==> src/rtl/core/uqps_pkg.sv <==
// Shared types and constants for the URL query parameter splitter.
// Holds the result item layout, kind codes, register indexes, reset values, parser characters and queue depth.
// No dependencies.
package uqps_pkg;

	// Kind codes carried with every result.
	typedef enum logic [1:0] {
		KIND_NAME      = 2'd0,
		KIND_VALUE     = 2'd1,
		KIND_PARAM_END = 2'd2,
		KIND_QUERY_END = 2'd3
	} kind_t;

	// One result item.
	typedef struct packed {
		kind_t       kind;
		logic [7:0]  data_byte;
		logic [7:0]  param_index;
		logic [7:0]  param_total;
		logic        run_last;
	} item_t;

	// Results of one input byte, compacted into the low slots.
	typedef struct packed {
		logic [1:0]      count;
		item_t [2:0]     items;
	} step_res_t;

	// Register indexes, taken from address bit 2 of the configuration port.
	localparam logic REG_MAX_PARAMS    = 1'b0;
	localparam logic REG_DECODE_ENABLE = 1'b1;

	localparam logic [7:0] MAX_PARAMS_RST    = 8'd10;
	localparam logic       DECODE_ENABLE_RST = 1'b0;

	// Characters the parser looks for.
	localparam logic [7:0] CH_NUL   = 8'h00;
	localparam logic [7:0] CH_AMP   = 8'h26;
	localparam logic [7:0] CH_EQ    = 8'h3D;
	localparam logic [7:0] CH_PLUS  = 8'h2B;
	localparam logic [7:0] CH_PCT   = 8'h25;
	localparam logic [7:0] CH_SPACE = 8'h20;
	localparam logic [7:0] CH_0     = 8'h30;
	localparam logic [7:0] CH_9     = 8'h39;
	localparam logic [7:0] CH_UA    = 8'h41;
	localparam logic [7:0] CH_UF    = 8'h46;
	localparam logic [7:0] CH_LA    = 8'h61;
	localparam logic [7:0] CH_LF    = 8'h66;

	// Result queue size: holds the results of one byte plus one waiting result.
	localparam int unsigned QUEUE_DEPTH = 4;

endpackage

==> src/rtl/core/uqps_parse.sv <==
// Parser state and per-byte result logic of the URL query parameter splitter.
// Produces up to three compacted results for one byte and updates the parse state.
// Depends on uqps_pkg.
module uqps_parse (
	input  logic                 clk,
	input  logic                 arst_n,
	input  logic                 fire,
	input  logic [7:0]           character,
	input  logic [7:0]           max_params,
	input  logic                 decode_enable,
	output uqps_pkg::step_res_t  res
);

	typedef enum logic [1:0] {
		ESC_NONE  = 2'd0,
		ESC_PCT   = 2'd1,
		ESC_DIGIT = 2'd2
	} esc_t;

	esc_t        esc_q, esc_n;
	logic [3:0]  hi_nib_q, hi_nib_n;
	logic        field_q, field_n;
	logic [7:0]  done_q, done_n;
	logic        nonempty_q, nonempty_n;

	logic        active;
	logic        hex_ok;
	logic [3:0]  hex_val;
	logic        consumed;
	logic        a_v, b_v, c_v;
	uqps_pkg::item_t a_item, b_item, c_item;
	uqps_pkg::kind_t data_kind;

	function automatic logic [4:0] hex_decode(input logic [7:0] c);
		logic [7:0] t;
		begin
			t = 8'd0;
			if (c >= uqps_pkg::CH_0 && c <= uqps_pkg::CH_9) begin
				t = c - uqps_pkg::CH_0;
				return {1'b1, t[3:0]};
			end else if (c >= uqps_pkg::CH_UA && c <= uqps_pkg::CH_UF) begin
				t = c - uqps_pkg::CH_UA + 8'd10;
				return {1'b1, t[3:0]};
			end else if (c >= uqps_pkg::CH_LA && c <= uqps_pkg::CH_LF) begin
				t = c - uqps_pkg::CH_LA + 8'd10;
				return {1'b1, t[3:0]};
			end
			return 5'd0;
		end
	endfunction

	assign active    = done_q < max_params;
	assign {hex_ok, hex_val} = hex_decode(character);
	assign data_kind = field_q ? uqps_pkg::KIND_VALUE : uqps_pkg::KIND_NAME;

	always_comb begin
		esc_n      = esc_q;
		hi_nib_n   = hi_nib_q;
		field_n    = field_q;
		done_n     = done_q;
		nonempty_n = nonempty_q;
		consumed   = 1'b0;
		a_v        = 1'b0;
		b_v        = 1'b0;
		c_v        = 1'b0;
		a_item     = '{kind: data_kind, data_byte: 8'd0, param_index: done_q,
			param_total: 8'd0, run_last: 1'b0};
		b_item     = a_item;
		c_item     = '{kind: uqps_pkg::KIND_QUERY_END, data_byte: 8'd0, param_index: 8'd0,
			param_total: 8'd0, run_last: 1'b0};

		// A pending escape sees the byte first; a non-hex byte flushes it.
		if (active && esc_q != ESC_NONE) begin
			if (esc_q == ESC_PCT && hex_ok) begin
				consumed = 1'b1;
				esc_n    = ESC_DIGIT;
				hi_nib_n = hex_val;
			end else begin
				a_v              = 1'b1;
				a_item.data_byte = (esc_q == ESC_DIGIT) ? {hi_nib_q, hex_ok ? hex_val : 4'h0}
					: 8'd0;
				consumed         = (esc_q == ESC_DIGIT) && hex_ok;
				esc_n            = ESC_NONE;
				hi_nib_n         = 4'd0;
			end
		end

		if (!consumed) begin
			if (character == uqps_pkg::CH_NUL) begin
				if (active && nonempty_q) begin
					b_v         = 1'b1;
					b_item.kind = uqps_pkg::KIND_PARAM_END;
				end
				c_v                = 1'b1;
				c_item.param_total = (active && nonempty_q) ? done_q + 8'd1 : done_q;
				done_n             = 8'd0;
				field_n            = 1'b0;
				nonempty_n         = 1'b0;
				esc_n              = ESC_NONE;
				hi_nib_n           = 4'd0;
			end else if (!active) begin
				// Limit reached: the byte is dropped.
			end else if (character == uqps_pkg::CH_AMP) begin
				b_v         = 1'b1;
				b_item.kind = uqps_pkg::KIND_PARAM_END;
				done_n      = done_q + 8'd1;
				field_n     = 1'b0;
				nonempty_n  = 1'b0;
				esc_n       = ESC_NONE;
				hi_nib_n    = 4'd0;
			end else begin
				nonempty_n = 1'b1;
				priority if (!field_q && character == uqps_pkg::CH_EQ) begin
					field_n = 1'b1;
				end else if (decode_enable && character == uqps_pkg::CH_PLUS) begin
					b_v              = 1'b1;
					b_item.data_byte = uqps_pkg::CH_SPACE;
				end else if (decode_enable && character == uqps_pkg::CH_PCT) begin
					esc_n    = ESC_PCT;
					hi_nib_n = 4'd0;
				end else begin
					b_v              = 1'b1;
					b_item.data_byte = character;
				end
			end
		end
	end

	// Compact the three slots in order and mark the last one.
	always_comb begin
		res.count    = 2'(a_v) + 2'(b_v) + 2'(c_v);
		res.items[0] = a_v ? a_item : (b_v ? b_item : c_item);
		res.items[1] = (a_v && b_v) ? b_item : c_item;
		res.items[2] = c_item;
		unique case (res.count)
			2'd1:    res.items[0].run_last = 1'b1;
			2'd2:    res.items[1].run_last = 1'b1;
			2'd3:    res.items[2].run_last = 1'b1;
			default: ;
		endcase
	end

	always_ff @(posedge clk or negedge arst_n) begin
		if (!arst_n) begin
			esc_q      <= ESC_NONE;
			hi_nib_q   <= 4'd0;
			field_q    <= 1'b0;
			done_q     <= 8'd0;
			nonempty_q <= 1'b0;
		end else if (fire) begin
			esc_q      <= esc_n;
			hi_nib_q   <= hi_nib_n;
			field_q    <= field_n;
			done_q     <= done_n;
			nonempty_q <= nonempty_n;
		end
	end

	a_term_clears: assert property (@(posedge clk) disable iff (!arst_n)
		fire && character == uqps_pkg::CH_NUL |=> done_q == 8'd0 && !field_q && !nonempty_q)
		else $error("terminator did not clear the parse state");

	a_three_order: assert property (@(posedge clk) disable iff (!arst_n)
		fire && res.count == 2'd3 |-> res.items[1].kind == uqps_pkg::KIND_PARAM_END
			&& res.items[2].kind == uqps_pkg::KIND_QUERY_END)
		else $error("three results out of order");

	a_limit_silent: assert property (@(posedge clk) disable iff (!arst_n)
		fire && !active && character != uqps_pkg::CH_NUL |-> res.count == 2'd0)
		else $error("result produced past the parameter limit");

endmodule

==> src/rtl/core/uqps_outq.sv <==
// Result queue of the URL query parameter splitter.
// Takes up to three results in one cycle and hands out one per cycle while out_ready is high.
// Depends on uqps_pkg.
module uqps_outq (
	input  logic                 clk,
	input  logic                 arst_n,
	input  logic                 push,
	input  uqps_pkg::step_res_t  res,
	input  logic                 out_ready,
	output logic                 out_valid,
	output uqps_pkg::item_t      out_item,
	output logic                 room
);

	localparam int unsigned PTR_W = $clog2(uqps_pkg::QUEUE_DEPTH);
	localparam int unsigned CNT_W = $clog2(uqps_pkg::QUEUE_DEPTH + 1);

	uqps_pkg::item_t     mem_q [uqps_pkg::QUEUE_DEPTH];
	logic [PTR_W-1:0]    head_q, tail_q;
	logic [CNT_W-1:0]    count_q;
	logic [CNT_W-1:0]    push_n;
	logic                pop;

	assign out_valid = count_q != '0;
	assign out_item  = mem_q[head_q];
	assign pop       = out_valid && out_ready;
	assign push_n    = push ? CNT_W'(res.count) : '0;
	// Room for a full set of three results after this cycle's pop.
	assign room      = (count_q - CNT_W'(pop)) <= CNT_W'(uqps_pkg::QUEUE_DEPTH - 3);

	always_ff @(posedge clk) begin
		for (int j = 0; j < 3; j++) begin
			if (push && CNT_W'(j) < push_n) begin
				mem_q[tail_q + PTR_W'(j)] <= res.items[j];
			end
		end
	end

	always_ff @(posedge clk or negedge arst_n) begin
		if (!arst_n) begin
			head_q  <= '0;
			tail_q  <= '0;
			count_q <= '0;
		end else begin
			if (pop) begin
				head_q <= head_q + PTR_W'(1);
			end
			tail_q  <= tail_q + PTR_W'(push_n);
			count_q <= count_q + push_n - CNT_W'(pop);
		end
	end

	a_no_overflow: assert property (@(posedge clk) disable iff (!arst_n)
		count_q <= CNT_W'(uqps_pkg::QUEUE_DEPTH))
		else $error("result queue overflow");

	a_pop_only: assert property (@(posedge clk) disable iff (!arst_n)
		pop && push_n == '0 |=> count_q == $past(count_q) - CNT_W'(1))
		else $error("queue count wrong after pop");

	a_push_only: assert property (@(posedge clk) disable iff (!arst_n)
		!pop && push |=> count_q == $past(count_q) + $past(push_n))
		else $error("queue count wrong after push");

endmodule

==> src/rtl/core/url_query_param_splitter_core.sv <==
// URL query parameter splitter: configuration registers, input byte register, parse logic, result queue.
// An accepted byte is held in the input byte register, then written to the result queue.
// Throughput: one byte per cycle until results pile up; the queue drains one result
// per cycle while ready, and input stalls while more than one would stay after the pop.
// Reset (arst_n, asynchronous, active low) clears parse state and queue and reloads
// the configuration registers with their reset values.
module url_query_param_splitter_core (
	input  logic        clk,
	input  logic        arst_n,
	// Input byte stream.
	input  logic        s_axis_tvalid,
	output logic        s_axis_tready,
	input  logic [7:0]  s_axis_tdata,   // [7:0] character
	// Result stream.
	output logic        m_axis_tvalid,
	input  logic        m_axis_tready,
	output logic [23:0] m_axis_tdata,   // [7:0] data_byte, [15:8] param_index, [23:16] param_total
	output logic [1:0]  m_axis_tuser,   // [1:0] kind
	output logic        m_axis_tlast,   // run_last
	// Configuration port.
	input  logic        psel,
	input  logic        penable,
	input  logic        pwrite,
	input  logic [2:0]  paddr,
	input  logic [31:0] pwdata,
	output logic [31:0] prdata,
	output logic        pready
);

	logic                 limit_zero;
	logic [7:0]           max_params_r_q;
	logic                 decode_enable_q;
	logic                 cfg_write;

	logic                 valid_s1;
	logic [7:0]           char_s1;
	logic                 fire;
	logic                 room;

	uqps_pkg::step_res_t  res;
	uqps_pkg::item_t      out_item;

	// Configuration registers. Register index is address bit 2; the low
	// address bits are ignored.
	assign pready    = 1'b1;
	assign cfg_write = psel && penable && pwrite && pready;

	always_ff @(posedge clk or negedge arst_n) begin
		if (!arst_n) begin
			max_params_r_q  <= uqps_pkg::MAX_PARAMS_RST;
			decode_enable_q <= uqps_pkg::DECODE_ENABLE_RST;
		end else if (cfg_write) begin
			unique case (paddr[2])
				uqps_pkg::REG_MAX_PARAMS:    max_params_r_q  <= pwdata[7:0];
				uqps_pkg::REG_DECODE_ENABLE: decode_enable_q <= pwdata[0];
				default: ;
			endcase
		end
	end

	// Reads return the addressed register, zero extended.
	always_comb begin
		unique case (paddr[2])
			uqps_pkg::REG_MAX_PARAMS:    prdata = {24'd0, max_params_r_q};
			uqps_pkg::REG_DECODE_ENABLE: prdata = {31'd0, decode_enable_q};
			default:                     prdata = 32'd0;
		endcase
	end

	// Single byte input register. It is parsed as soon as the result queue can
	// take a full set of three results, so a new request is accepted in the same
	// cycle the held byte leaves.
	assign fire          = valid_s1 && room;
	assign s_axis_tready = !valid_s1 || fire;

	always_ff @(posedge clk or negedge arst_n) begin
		if (!arst_n) begin
			valid_s1 <= 1'b0;
		end else if (s_axis_tready) begin
			valid_s1 <= s_axis_tvalid;
		end
	end

	always_ff @(posedge clk) begin
		if (s_axis_tready && s_axis_tvalid) begin
			char_s1 <= s_axis_tdata;
		end
	end

	// Parse logic: state update and up to three results per byte.
	uqps_parse u_parse (
		.clk           (clk),
		.arst_n        (arst_n),
		.fire          (fire),
		.character     (char_s1),
		.max_params    (max_params_r_q),
		.decode_enable (decode_enable_q),
		.res           (res)
	);

	// Result queue, drained one result per cycle while m_axis_tready is high.
	uqps_outq u_outq (
		.clk       (clk),
		.arst_n    (arst_n),
		.push      (fire),
		.res       (res),
		.out_ready (m_axis_tready),
		.out_valid (m_axis_tvalid),
		.out_item  (out_item),
		.room      (room)
	);

	assign m_axis_tdata = {out_item.param_total, out_item.param_index, out_item.data_byte};
	assign m_axis_tuser = out_item.kind;
	assign m_axis_tlast = out_item.run_last;

	// With a zero parameter limit only the terminator gives a result.
	assign limit_zero = max_params_r_q == 8'd0;

	a_zero_limit_idle: assert property (@(posedge clk) disable iff (!arst_n)
		fire && limit_zero && char_s1 != uqps_pkg::CH_NUL |-> res.count == 2'd0)
		else $error("results produced with a zero parameter limit");

	a_hold_when_full: assert property (@(posedge clk) disable iff (!arst_n)
		valid_s1 && !room |-> !s_axis_tready)
		else $error("input taken while the held byte is blocked");

	a_fire_has_room: assert property (@(posedge clk) disable iff (!arst_n)
		fire |=> valid_s1 == $past(s_axis_tvalid))
		else $error("input register lost a request");

endmodule

==> config.mk <==
export PLATFORM = sky130hd
export DESIGN_NAME = url_query_param_splitter_core
export DESIGN_NICKNAME = d
export VERILOG_FILES = /design/src/rtl/core/uqps_pkg.sv /design/src/rtl/core/uqps_parse.sv /design/src/rtl/core/uqps_outq.sv /design/src/rtl/core/url_query_param_splitter_core.sv
export SDC_FILE = /design/constraint.sdc
export NUM_CORES = 1
export LEC_CHECK = 0
export ABC_AREA = 1
export BUFFER_PORTS_ARGS = -buffer_cell sky130_fd_sc_hd__buf_2
export CAP_MARGIN = 20
export CORE_ASPECT_RATIO = 1.1
export CORE_MARGIN = 3
export CORE_UTILIZATION = 40
export DETAILED_ROUTE_END_ITERATION = 12
export GPL_ROUTABILITY_DRIVEN = 0
export SLEW_MARGIN = 20
export SYNTH_ARGS = -nofsm -noshare
export SYNTH_HDL_FRONTEND = slang
export SYNTH_HIERARCHICAL = 1
export SYNTH_SLANG_ARGS = --single-unit
==> constraint.sdc <==
create_clock -name clk -period 10.8 [get_ports clk]
set_clock_uncertainty 0.15 [all_clocks]
set_input_delay 3.24 -clock clk [delete_from_list [all_inputs] [get_ports clk]]
set_output_delay 3.24 -clock clk [all_outputs]
set_load 0.01 [all_outputs]
* Word-level counts from Yosys, hierarchy flattened *
Memory sizes are Yosys's and may differ from the RTL's.
Index checks and enable logic that the tools add are counted.

storage, ports and cells
  latch bits = 0
  memories = 1
  register bits after elaboration = 41
  bits in writable memories = 108
  memory bits (read-only) = 0

operators by class
  order comparisons = 11
  div/mod/pow operators = 0
  bitwise operators = 2
  multiplexer cells = 81
  shift operators = 0
  reductions and logical operators = 33
  equality and inequality tests = 9
  add/subtract/negate cells = 15
  multiply operators = 0

memory list
  name          depth  bits a word  rd ports  clocked after Yosys merged registers in  wr ports  line             RTL
  u_outq.mem_q  4      27           1         0                                        3         uqps_outq.sv:18  uqps_pkg::item_t mem_q [uqps_pkg::QUEUE_DEPTH];

operator list
  cell                                                                count
  two-way mux 8 bit                                                   14
  two-way mux 27 bit                                                  3
  one-hot mux 32 bit (2 select lines)                                 1
  two-way mux 4 bit                                                   10
  two-way mux 1 bit                                                   34
  equality test 8 x 6 -> 1 bit (second input constant)                4
  two-way mux 2 bit                                                   13
  two-way mux 10 bit                                                  2
  two-way mux 5 bit                                                   4
  logical AND 1 bit                                                   19
  greater-or-equal comparator 8 x 7 -> 1 bit (second input constant)  2
  less-or-equal comparator 8 x 7 -> 1 bit (second input constant)     2
  subtractor 4 x 1 -> 4 bit (second input constant)                   3
  adder 4 bit (second input constant)                                 2
  adder 8 x 1 -> 8 bit (second input constant)                        1
  greater-or-equal comparator 8 x 6 -> 1 bit (second input constant)  1
  less-or-equal comparator 8 x 6 -> 1 bit (second input constant)     1
  zero test 8 bit                                                     1
  < comparator 8 bit                                                  1
  AND reduction 4 bit                                                 2
  equality test 2 bit (second input constant)                         3
  < comparator 1 x 3 -> 1 bit (first input constant)                  2
  nonzero test 2 bit                                                  3
  nonzero test 3 bit                                                  2
  other kinds (15)                                                    21

* Depth between registers and ports, before layout *
Gate-level depths: netlist of run 1.

  word-level depth = 17
  depth in mapped cells = 21

* Hierarchy *
The synthesis of run 1 kept the hierarchy.

modules (own cells, without submodules)
  module                         times used  area each (um^2)  cells each  seq. area each (um^2)
  uqps_outq                      1           7320.8            971         3418.3
  uqps_parse                     1           2561.2            408         400.4
  url_query_param_splitter_core  1           938.4             103         493.0

* Worst setup path before layout of run 1 *
OpenSTA, ideal clock, no wires.

  path type = input to output
  start point = input port m_axis_tready
  end point = output port s_axis_tready
  arrival = 4213 ps
  data required time = 7410 ps
  cell stages on the path = 8
  path buffers = 0
  slack = 3197 ps
  cells stage by stage = nand2_1 inv_1 ha_1 ha_1 o21ai_0 a21oi_1 inv_1 nand2_1

between the ends
  word-level cells in the longest chain between the ends = 5

RTL lines
  item                                     line                                 RTL
  from (decl)                              url_query_param_splitter_core.sv:16  input logic m_axis_tready,
  logical AND 1 bit                        uqps_outq.sv:26                      assign pop = out_valid && out_ready;
  subtractor 3 x 1 -> 3 bit                uqps_outq.sv:29                      assign room = (count_q - CNT_W'(pop)) <= CNT_W'(uqps_pkg::QUEUE_DEPTH - 3);
  less-or-equal comparator 3 x 1 -> 1 bit  uqps_outq.sv:29
  via room                                 url_query_param_splitter_core.sv:38  logic room;
  logical AND 1 bit                        url_query_param_splitter_core.sv:73  assign fire = valid_s1 && room;
  logical OR 1 bit                         url_query_param_splitter_core.sv:74  assign s_axis_tready = !valid_s1 || fire;
  to (decl)                                url_query_param_splitter_core.sv:12  output logic s_axis_tready,

The timed path passes the listed nets, and every way through them passes these cells.

* Worst setup path in the final report of run 1 *
Ends and elaborated chain as after synthesis.

==> qor.txt, run 1 <==
final std cells w/o fill: 1861
design area: 11700 µm²
Wirelength per Cell: 16.7 µm
R2R Setup Slk: 4.76 ns
CP Launch Point: m_axis_tready
Syn. warnings: 6
register area: 4310 µm²
Clock Path Buffers: 2
Placeable Area: 26400 µm²
CTS Buf Count: 17
vias: 9782
row count: 62
gr ovfl total: 0
CTS Hold Buffers Added: 0
fin crit share: 73.1%
unrepaired setup endpoints after global routing: no
Distinct cells, synth: 39
max-capacitance violation count: 0
Post-synth EDFFs: 116
relative slew slack: 25.4%
gr usage total: 21.9%
Cells after DPL: 1829
hold_sp: max_params_r_q[1]$_DFFE_PN1P_
CTS tree: done
cts repair resizes: 0
Worst-Margin Slew: 1.11 ns
die area: 29100 µm²
Final Hold Violating Endpoints: 0
#FFs+latches synth: 149
1st-iter DRT viols: 1065
reg2reg start: u_parse/done_q[5]$_DFFE_PN0P_
Clock Latency Late Sink: 0.42 ns
crit path kind: primary input to primary output
ys flop type: edfxtp_1
Multi-input gate area: 5330 µm²
Hold Crit Class: register to register
crit-path cells: buf_2 -> nand2_1 -> inv_1 -> ha_1 -> ha_1 -> o21ai_0 -> a21oi_1 -> inv_1 -> nand2_1 -> buf_2
synthesized area per cell: 7.30 µm²
DRC: 0
Sink Count: 149
Reg clk slew, reported paths: 0.07 ns
ys async rst share: 22.1%
nets@finish: 1567
WP data arrival: 4.50 ns
1st-pass router iterations: 5
critical path endpoint category: primary output
Worst Setup Start Kind: primary input
Final Max Tran Viols: 0
peak supply drop: 136 µV
Power Density: 252 nW/µm²
I/O Buffers: 60
CP max FO: 4
setup_tns: 0 ns
share of layout cells above drive strength 1: 12.7%
CP Data Required Time: 7.41 ns
top cell family by delay on the critical path: adder cells
DIE HEIGHT: 179 µm
Max stage delay on crit path: 0.26 ns
initial antenna violation count: 0
Setup violations, final: 0
Area Growth Syn to Fin: 7.69%
status: complete, no violations
Post CTS Setup Buffer Count: 0
die width: 163 µm
I/O pin count: 112
clock period minus worst slack: 7.89 ns
placed cell areas: 11000 µm²
Buf/Inv on CP: 4
Antenna diodes: 0
Max Clk Rate: 127 MHz
Cell Area, Synth: 10800 µm²
Mapped Cells: 1482
antenna viol nets, final: 0
vias in the first global route: 9236
static leakage: 0.00566 µW
dpl hpwl: 19.9 mm
first-pass GRT wire length: 50.3 mm
vias per cell: 5.26
Max stage delay cell, worst path: ha_1
filler cell count: 2698
H-tree lvl count: 4
Initial Util: 41.0%
register area share after synthesis: 39.8%
CTS root buf: clkbuf_16
final WL: 31.1 mm
largest net degree at the start of global routing: 57
Pwr Total: 2940 µW
[per-layer routing]
| metal | routed length (µm) | vias to the layer above | share of wire (%) | global-route usage [%] |
|---|---|---|---|---|
| met2 | 14300 | 432 | 46 | 35.5 |
| met1 | 13600 | 4512 | 44 | 29.8 |
| li1 | - | 4781 | - | - |
| met4 | 886 | 0 | 2.8 | 8.18 |
| met3 | 2300 | 57 | 7.4 | 3.23 |
| met5 | 0 | - | 0 | 0 |
[final timing paths]
path | to | cells past startpoint
setup / recovery | s_axis_tready | 10
hold reg to reg | max_params_r_q[1]$_DFFE_PN1P_ | 2
max in group asynchronous | u_outq/head_q[0]$_DFFE_PN0N_ | 1
min in group asynchronous | u_parse/hi_nib_q[0]$_DFFE_PN0P_ | 1
hold / removal | max_params_r_q[1]$_DFFE_PN1P_ | 2
setup reg to reg | u_outq/mem_q[1][0]$_DFFE_PP_ | 14
[power by group]
part / internal, µW / switching (µW) / leakage, µW
sequential: 858 / 68.2 / 0.00148
clock: 366 / 253 / 0.000310
combinational: 402 / 994 / 0.00387
total: 1630 / 1320 / 0.00566
[cell type report]
cell class	instances	share of cell area [%]
Multi-Input combinational cell	1111	45.7
Sequential cell	149	37.0
Clock buffer	22	4.72
Inverter	142	4.57
Tap cell	352	3.78
Timing Repair Buffer	75	3.54
Clock inverter	10	0.634
[cells in the final DEF, fill, tap and decap left out, types with 5 or more instances in the layout]
cell type / instances
nand2_4: 7
clkbuf_16: 22
xnor2_1: 5
nand3_2: 13
a21oi_1: 24
o21ai_1: 13
inv_1: 124
o22ai_1: 29
buf_4: 15
nand2_1: 488
xor2_1: 6
edfxtp_1: 116
nand2_2: 19
buf_2: 60
nor2_4: 15
nand3_1: 227
nand4_1: 6
conb_1: 43
ha_1: 19
dfrtp_1: 31
nor2_2: 5
o21ai_0: 72
inv_2: 16
nor2_1: 103
[logic make-up (layout without fill, tap and decap cells)]
logic type | count (synthesis) | count (layout) | synth area share, %
other cells | 4 | 43 | 0.139
compound gates | 141 | 141 | 6.94
flops | 149 | 149 | 39.8
xor+xnor | 11 | 11 | 0.890
buf+inv | 261 | 249 | 12.3
mux | 1 | 1 | 0.0925
fa+ha+maj | 21 | 21 | 2.57
simple gates | 894 | 894 | 37.2
[sequential cells by signal, summed over array words and instances (netlist names)]
signal and count:
char_s1 8, decode_enable_q 1, max_params_r_q 8, u_outq/count_q 3
u_outq/head_q 2, u_outq/mem_q 108, u_outq/tail_q 2, u_parse/done_q 8
u_parse/esc_q 2, u_parse/field_q 1, u_parse/hi_nib_q 4, u_parse/nonempty_q 1
valid_s1 1
[synth_stat cells, types with 2 or more instances]
master	instances	area, µm²
conb_1	4	15.0
nand3_4	3	52.6
or2_2	2	12.5
dfstp_2	2	52.6
buf_2	36	180
o21ai_1	13	65.1
fa_1	2	40.0
o22ai_1	29	181
nand3_2	13	130
nor3_1	4	20.0
xnor2_1	5	43.8
nand2_2	19	119
buf_6	8	90.1
nor2_2	3	18.8
nand4_1	6	37.5
inv_2	15	56.3
buf_4	61	458
clkinv_1	3	11.3
nand3_1	227	1140
clkbuf_1	11	41.3
dfrtp_1	31	776
nand2_4	7	78.8
o21ai_0	72	360
ha_1	19	238
xor2_1	6	52.6
inv_1	124	465
buf_1	2	7.51
a21oi_1	24	120
nor2_1	105	394
nor2_4	15	169
nand2_1	488	1830
edfxtp_1	116	3480
[stage by stage]
step / hold slack [ns] / util (%) / setup slack [ns]
after floorplan: 0.299 / - / 3.20
after global placement: 0.317 / 41.8 / 2.89
after detailed placement: 0.316 / 41.8 / 2.87
after CTS: 0.329 / 44.2 / 2.88
after global routing: 0.357 / 44.2 / 2.67
final: 0.325 / 44.2 / 2.91
[worst register-to-register path, delay by kind of cell (launching register included)]
kind                       cells  cell delay, ns
and+or+nand+nor               10            3.84
buffers and inverters          1            0.40
DFF                            1            0.45
AOI/OAI and AO/OA              1            0.13
adders and majority gates      2            0.74
No activity file was read; power rests on OpenSTA's default activity.
==> run 2, diff against run 1 <==
clock period = 6.4 ns   (was 10.8 ns; I/O delays follow)
==> qor.txt, run 2 (same netlist as run 1, synthesis figures left out) <==
Reg clk slew, reported paths: 0.07 ns (about the same)
Post CTS Setup Buffer Count: 0 (unchanged)
dpl hpwl: 20.1 mm (+0.72%)
1st-pass router iterations: 5 (unchanged)
Reg power frac: 31.7% (+0.2 points)
initial antenna violation count: 0 (unchanged)
Clock Latency Late Sink: 0.43 ns (about the same)
setup_tns: 0 ns (unchanged)
die width: 163 µm (unchanged)
Final Max Tran Viols: 0 (unchanged)
Setup violations, final: 0 (unchanged)
Worst Setup Start Kind: primary input
antenna viol nets, final: 0 (unchanged)
Area Growth Syn to Fin: 8.26%
CTS Hold Buffers Added: 0 (unchanged)
Cells after DPL: 1836 (+0.38%)
vias per cell: 5.19 (-1.2%)
largest net degree at the start of global routing: 61 (+7.0%)
max reg flops: 108 (unchanged)
register area: 4310 µm² (unchanged)
WP data arrival: 3.19 ns (-1.31 ns)
met1 Resource Use GR: 28.7% (-1.1 points)
final core utilization: 44.4% (+0.23 points)
commonest non-fill, non-tap cells in the layout: nand2_1, nand3_1, inv_1
I/O pin count: 112 (unchanged)
Wirelength per Cell: 16.6 µm (-0.64%)
first-pass GRT wire length: 49.6 mm (-1.4%)
clock power share: 20.4% (-0.6 points)
Hold Crit Class: register to register
CP max FO: 4 (unchanged)
Multi-input gate area: 5350 µm² (+0.28%)
WHS: 0.326 ns (+0.000896 ns)
filler cell count: 2677 (-0.78%)
vias: 9702 (-0.82%)
H-tree lvl count: 4 (unchanged)
Final Hold Violating Endpoints: 0 (unchanged)
critical path endpoint category: primary output
Sw Pwr: 2240 µW (+71%)
share of layout cells above drive strength 1: 13.1% (+0.34 points)
Max Clk Rate: 190 MHz
Net Sw Frac: 45.4% (+0.67 points)
Antenna diodes: 0 (unchanged)
nets@finish: 1574 (+0.45%)
peak supply drop: 214 µV (+57%)
met2 Resource Use GR: 36.3% (+0.80 points)
Gate power share: 47.9% (+0.4 points)
Worst-Margin Slew: 1.08 ns (-0.0346 ns)
Initial Util: 41.0% (unchanged)
commonest non-fill, non-tap cell in the layout: nand2_1
unrepaired setup endpoints after global routing: no
grt peak-use layer: met2
crit-path cells: buf_2 -> nand2_1 -> inv_1 -> ha_1 -> ha_1 -> o21ai_0 -> a21oi_1 -> inv_1 -> nand2_1 -> buf_2
Reg with most FFs: u_outq/mem_q
relative slew slack: 27.7% (+2.3 points)
gr usage total: 21.9% (-0.063 points)
final std cells w/o fill: 1868 (+0.38%)
gr ovfl total: 0 (unchanged)
Placeable Area: 26400 µm² (unchanged)
row count: 62 (unchanged)
Max stage delay on crit path: 0.26 ns (about the same)
Sink Count: 149 (unchanged)
DRC: 0 (unchanged)
Power Density: 422 nW/µm² (+67%)
top cell family by delay on the critical path: adder cells
crit path kind: primary input to primary output
static leakage: 0.00567 µW (+0.18%)
status: complete, no violations
vias in the first global route: 9291 (+0.60%)
CP Data Required Time: 4.33 ns (-3.08 ns)
CTS tree: done
Pwr Total: 4940 µW (+68%)
Clock Path Buffers: 2 (unchanged)
I/O Buffers: 60 (unchanged)
fin crit share: 82.1%
final WL: 31.0 mm (-0.27%)
met3 global-route usage: 2.97% (-0.26 points)
Pint: 2700 µW (+66%)
CTS Buf Count: 17 (unchanged)
Buf/Inv on CP: 4 (unchanged)
DIE HEIGHT: 179 µm (unchanged)
1st-iter DRT viols: 906 (-15%)
cts repair resizes: 0 (unchanged)
Max stage delay cell, worst path: ha_1
CTS root buf: clkbuf_16
max-capacitance violation count: 0 (unchanged)
die area: 29100 µm² (unchanged)
clock period minus worst slack: 5.26 ns
[run 2: cell types whose count changed in the layout (fill, tap and decap cells not counted), sizes merged]
cell and delta:
inv +1, clkinv +2, buf +7, bufinv +1
clkinvlp +1, clkbuf -5
[run 2: stage by stage]
stage / area, µm² / setup slack [ns]
after detailed placement: 11100 / 1.06
after CTS: 11700 / 1.12
after global routing: 11700 / 0.927
after global placement: 11100 / 1.06
after floorplan: 11000 / 1.44
final: 11700 / 1.14
[run 2: worst min-delay path, delay by kind of cell, from the launching register on]
kind / cells / cell delay (ns)
DFF: 1 / 0.38
and+or+nand+nor: 2 / 0.10
[run 2: path summary, 6_finish.rpt]
check                      slack (ns)  cells past startpoint                          start                       endpoint
min reg2reg                      0.33                      2  max_params_r_q[1]$_DFFE_PN1P_  max_params_r_q[1]$_DFFE_PN1P_
max                              1.14                     10                  m_axis_tready                  s_axis_tready
max in group asynchronous        4.20                      1                         arst_n     u_outq/tail_q[1]$_DFF_PN0_
max reg2reg                      1.28                     15  u_parse/done_q[5]$_DFFE_PN0P_   u_outq/mem_q[3][3]$_DFFE_PP_
min                              0.33                      2  max_params_r_q[1]$_DFFE_PN1P_  max_params_r_q[1]$_DFFE_PN1P_
min in group asynchronous        1.41                      1                         arst_n    u_parse/field_q$_DFFE_PN0P_
[run 2: layer usage]
metal	vias to the layer above	share of wire (%)	wire [µm]
met3	68	6.8	2100
met2	401	47	14500
met5	-	0	0
met4	0	2.8	863
met1	4439	44	13500
li1	4794	-	-
[run 2: cell type report]
cell class | count | area share [%]
clock buffer | 17 | 3.63
clock inverter | 15 | 1.43
timing repair buffer | 82 | 4.19
multi-input combinational | 1111 | 45.6
sequential | 149 | 36.8
tap | 352 | 3.76
inverter | 142 | 4.55
[run 2: power groups by stage]
stage / clock network [µW] / logic [µW] / registers [µW]
floorplan: 0 / 1680 / 1550
global placement: 0 / 2340 / 1580
detailed placement: 0 / 2360 / 1590
CTS: 1030 / 2370 / 1570
global route: 1070 / 2660 / 1600
finish: 1010 / 2370 / 1570
==> run 3, diff against run 2 <==
clock period = 4.45 ns   (was 6.4 ns; I/O delays follow)
==> qor.txt, run 3 (same netlist as run 1, synthesis figures left out) <==
DRC: 0 (unchanged)
Gate power share: 48.5% (+0.6 points)
1st-iter DRT viols: 938 (+3.5%)
CTS Hold Buffers Added: 0 (unchanged)
vias in the first global route: 9431 (+1.5%)
unrepaired setup endpoints after global routing: no
H-tree lvl count: 4 (unchanged)
final core utilization: 44.9% (+0.51 points)
setup_tns: 0 ns (unchanged)
row count: 62 (unchanged)
Worst Setup Start Kind: register
Sink Count: 149 (unchanged)
CP Data Required Time: 4.48 ns (+0.15 ns)
Setup WS post-layout: 0.370 ns (-0.774 ns)
DIE HEIGHT: 179 µm (unchanged)
clock power share: 20.4% (about the same)
CTS tree: done
Pint: 4030 µW (+49%)
I/O pin count: 112 (unchanged)
Reg clk slew, reported paths: 0.06 ns (about the same)
cts repair resizes: 0 (unchanged)
Reg with most FFs: u_outq/mem_q
Power Density: 610 nW/µm² (+45%)
nets@finish: 1593 (+1.2%)
met3 global-route usage: 3.39% (+0.42 points)
met2 Resource Use GR: 36.4% (about the same)
gr usage total: 22.0% (+0.19 points)
grt peak-use layer: met2
share of layout cells above drive strength 1: 13.9% (+0.88 points)
first-pass GRT wire length: 50.5 mm (+1.7%)
met1 Resource Use GR: 29.4% (+0.76 points)
Antenna diodes: 0 (unchanged)
Initial Util: 41.0% (unchanged)
dpl hpwl: 21.4 mm (+6.6%)
max-capacitance violation count: 0 (unchanged)
status: complete, no violations
Max Clk Rate: 245 MHz
initial antenna violation count: 0 (unchanged)
Clock Path Buffers: 2 (unchanged)
antenna viol nets, final: 0 (unchanged)
Hold Crit Class: register to register
Area Growth Syn to Fin: 9.51%
Final Max Tran Viols: 0 (unchanged)
largest net degree at the start of global routing: 58 (-4.9%)
CTS Buf Count: 17 (unchanged)
Setup violations, final: 0 (unchanged)
peak supply drop: 243 µV (+13%)
critical path endpoint category: register
gr ovfl total: 0 (unchanged)
Placeable Area: 26400 µm² (unchanged)
Setup WS pre-CTS: 0.303 ns (-0.754 ns)
fin crit share: 91.7%
commonest non-fill, non-tap cells in the layout: nand2_1, nand3_1, inv_1
Reg power frac: 31.1% (-0.6 points)
die width: 163 µm (unchanged)
Sw Pwr: 3200 µW (+43%)
relative slew slack: 44.3% (+17 points)
Final Hold Violating Endpoints: 0 (unchanged)
Clock Latency Late Sink: 0.43 ns (about the same)
vias per cell: 5.23 (+0.64%)
Post CTS Setup Buffer Count: 0 (unchanged)
static leakage: 0.00577 µW (+1.7%)
1st-pass router iterations: 7 (+2)
CTS root buf: clkbuf_16
Worst-Margin Slew: 0.830 ns (-0.248 ns)
vias: 9863 (+1.7%)
clock period minus worst slack: 4.08 ns
die area: 29100 µm² (unchanged)
max reg flops: 108 (unchanged)
I/O Buffers: 60 (unchanged)
Wirelength per Cell: 16.6 µm (-0.32%)
final WL: 31.2 mm (+0.69%)
crit path kind: register to register
WHS: 0.329 ns (+0.00317 ns)
commonest non-fill, non-tap cell in the layout: nand2_1
CP max FO: 14 (+10)
WP data arrival: 4.11 ns (+0.92 ns)
filler cell count: 2687 (+0.37%)
Net Sw Frac: 44.3% (-1.1 points)
[run 3: cell types whose count changed in the layout (fill, tap and decap cells not counted), sizes merged]
| cell | previous run | this run |
|---|---|---|
| clkinv | 8 | 9 |
| clkbuf | 17 | 19 |
| bufinv | 1 | 3 |
| inv | 146 | 141 |
| buf | 82 | 101 |
[run 3: final cells by class]
class	instances	area (µm²)	area share, %
multi-input cells	1111	5330	45.0
flip-flops and latches	149	4310	36.4
repair buffers	101	646	5.45
inverters	142	533	4.50
well taps	352	440	3.72
clock buffers	19	433	3.65
clock inverters	13	155	1.31
[run 3: routing by layer]
| metal | routed length, µm | share of wire, % |
|---|---|---|
| met1 | 13200 | 42 |
| met2 | 14500 | 46 |
| met3 | 2560 | 8.2 |
| met4 | 973 | 3.1 |
| met5 | 0 | 0 |
[run 3: worst max-delay path, cell delays in order (launching register included)]
cell,delay (ns)
dfrtp_1,0.45
ha_1,0.32
a21oi_1,0.13
nor2_1,0.08
nor3_4,0.25
nand3_1,0.19
nand2_2,0.14
nand2_2,0.07
nor2_4,0.12
fa_1,0.53
nand2_1,0.19
nor2_1,0.11
nand2_1,0.13
buf_4,0.20
clkinv_1,0.49
nand2_1,0.20
nand2_1,0.08
[run 3: power groups by stage]
stage	Combinational (µW)	Sequential [µW]	Clock [µW]
3_5_place_dp	3480	2280	0
2_1_floorplan	2420	2230	0
4_1_cts	3490	2250	1490
5_1_grt	3910	2290	1560
6_report	3500	2250	1470
3_3_place_gp	3440	2270	0
[run 3: final timing paths]
path	startpoint	to	slack (ns)	cells after the start
setup / recovery	u_parse/done_q[5]$_DFFE_PN0P_	u_outq/mem_q[2][25]$_DFFE_PP_	0.37	16
hold / removal	max_params_r_q[1]$_DFFE_PN1P_	max_params_r_q[1]$_DFFE_PN1P_	0.33	2
setup reg to reg	u_parse/done_q[5]$_DFFE_PN0P_	u_outq/mem_q[2][25]$_DFFE_PP_	0.37	16
hold reg to reg	max_params_r_q[1]$_DFFE_PN1P_	max_params_r_q[1]$_DFFE_PN1P_	0.33	2
max in group asynchronous	arst_n	u_parse/hi_nib_q[1]$_DFFE_PN0P_	2.83	1
min in group asynchronous	arst_n	u_parse/field_q$_DFFE_PN0P_	0.82	1
[run 3: stage by stage]
| step | instances | total power [µW] | cell area, µm² |
|---|---|---|---|
| finish | 1887 | 7230 | 11800 |
| detailed placement | 1855 | 5760 | 11300 |
| floorplan | 1521 | 4660 | 11000 |
| global placement | 1855 | 5710 | 11300 |
| global route | 1887 | 7760 | 11800 |
| CTS | 1887 | 7240 | 11800 |
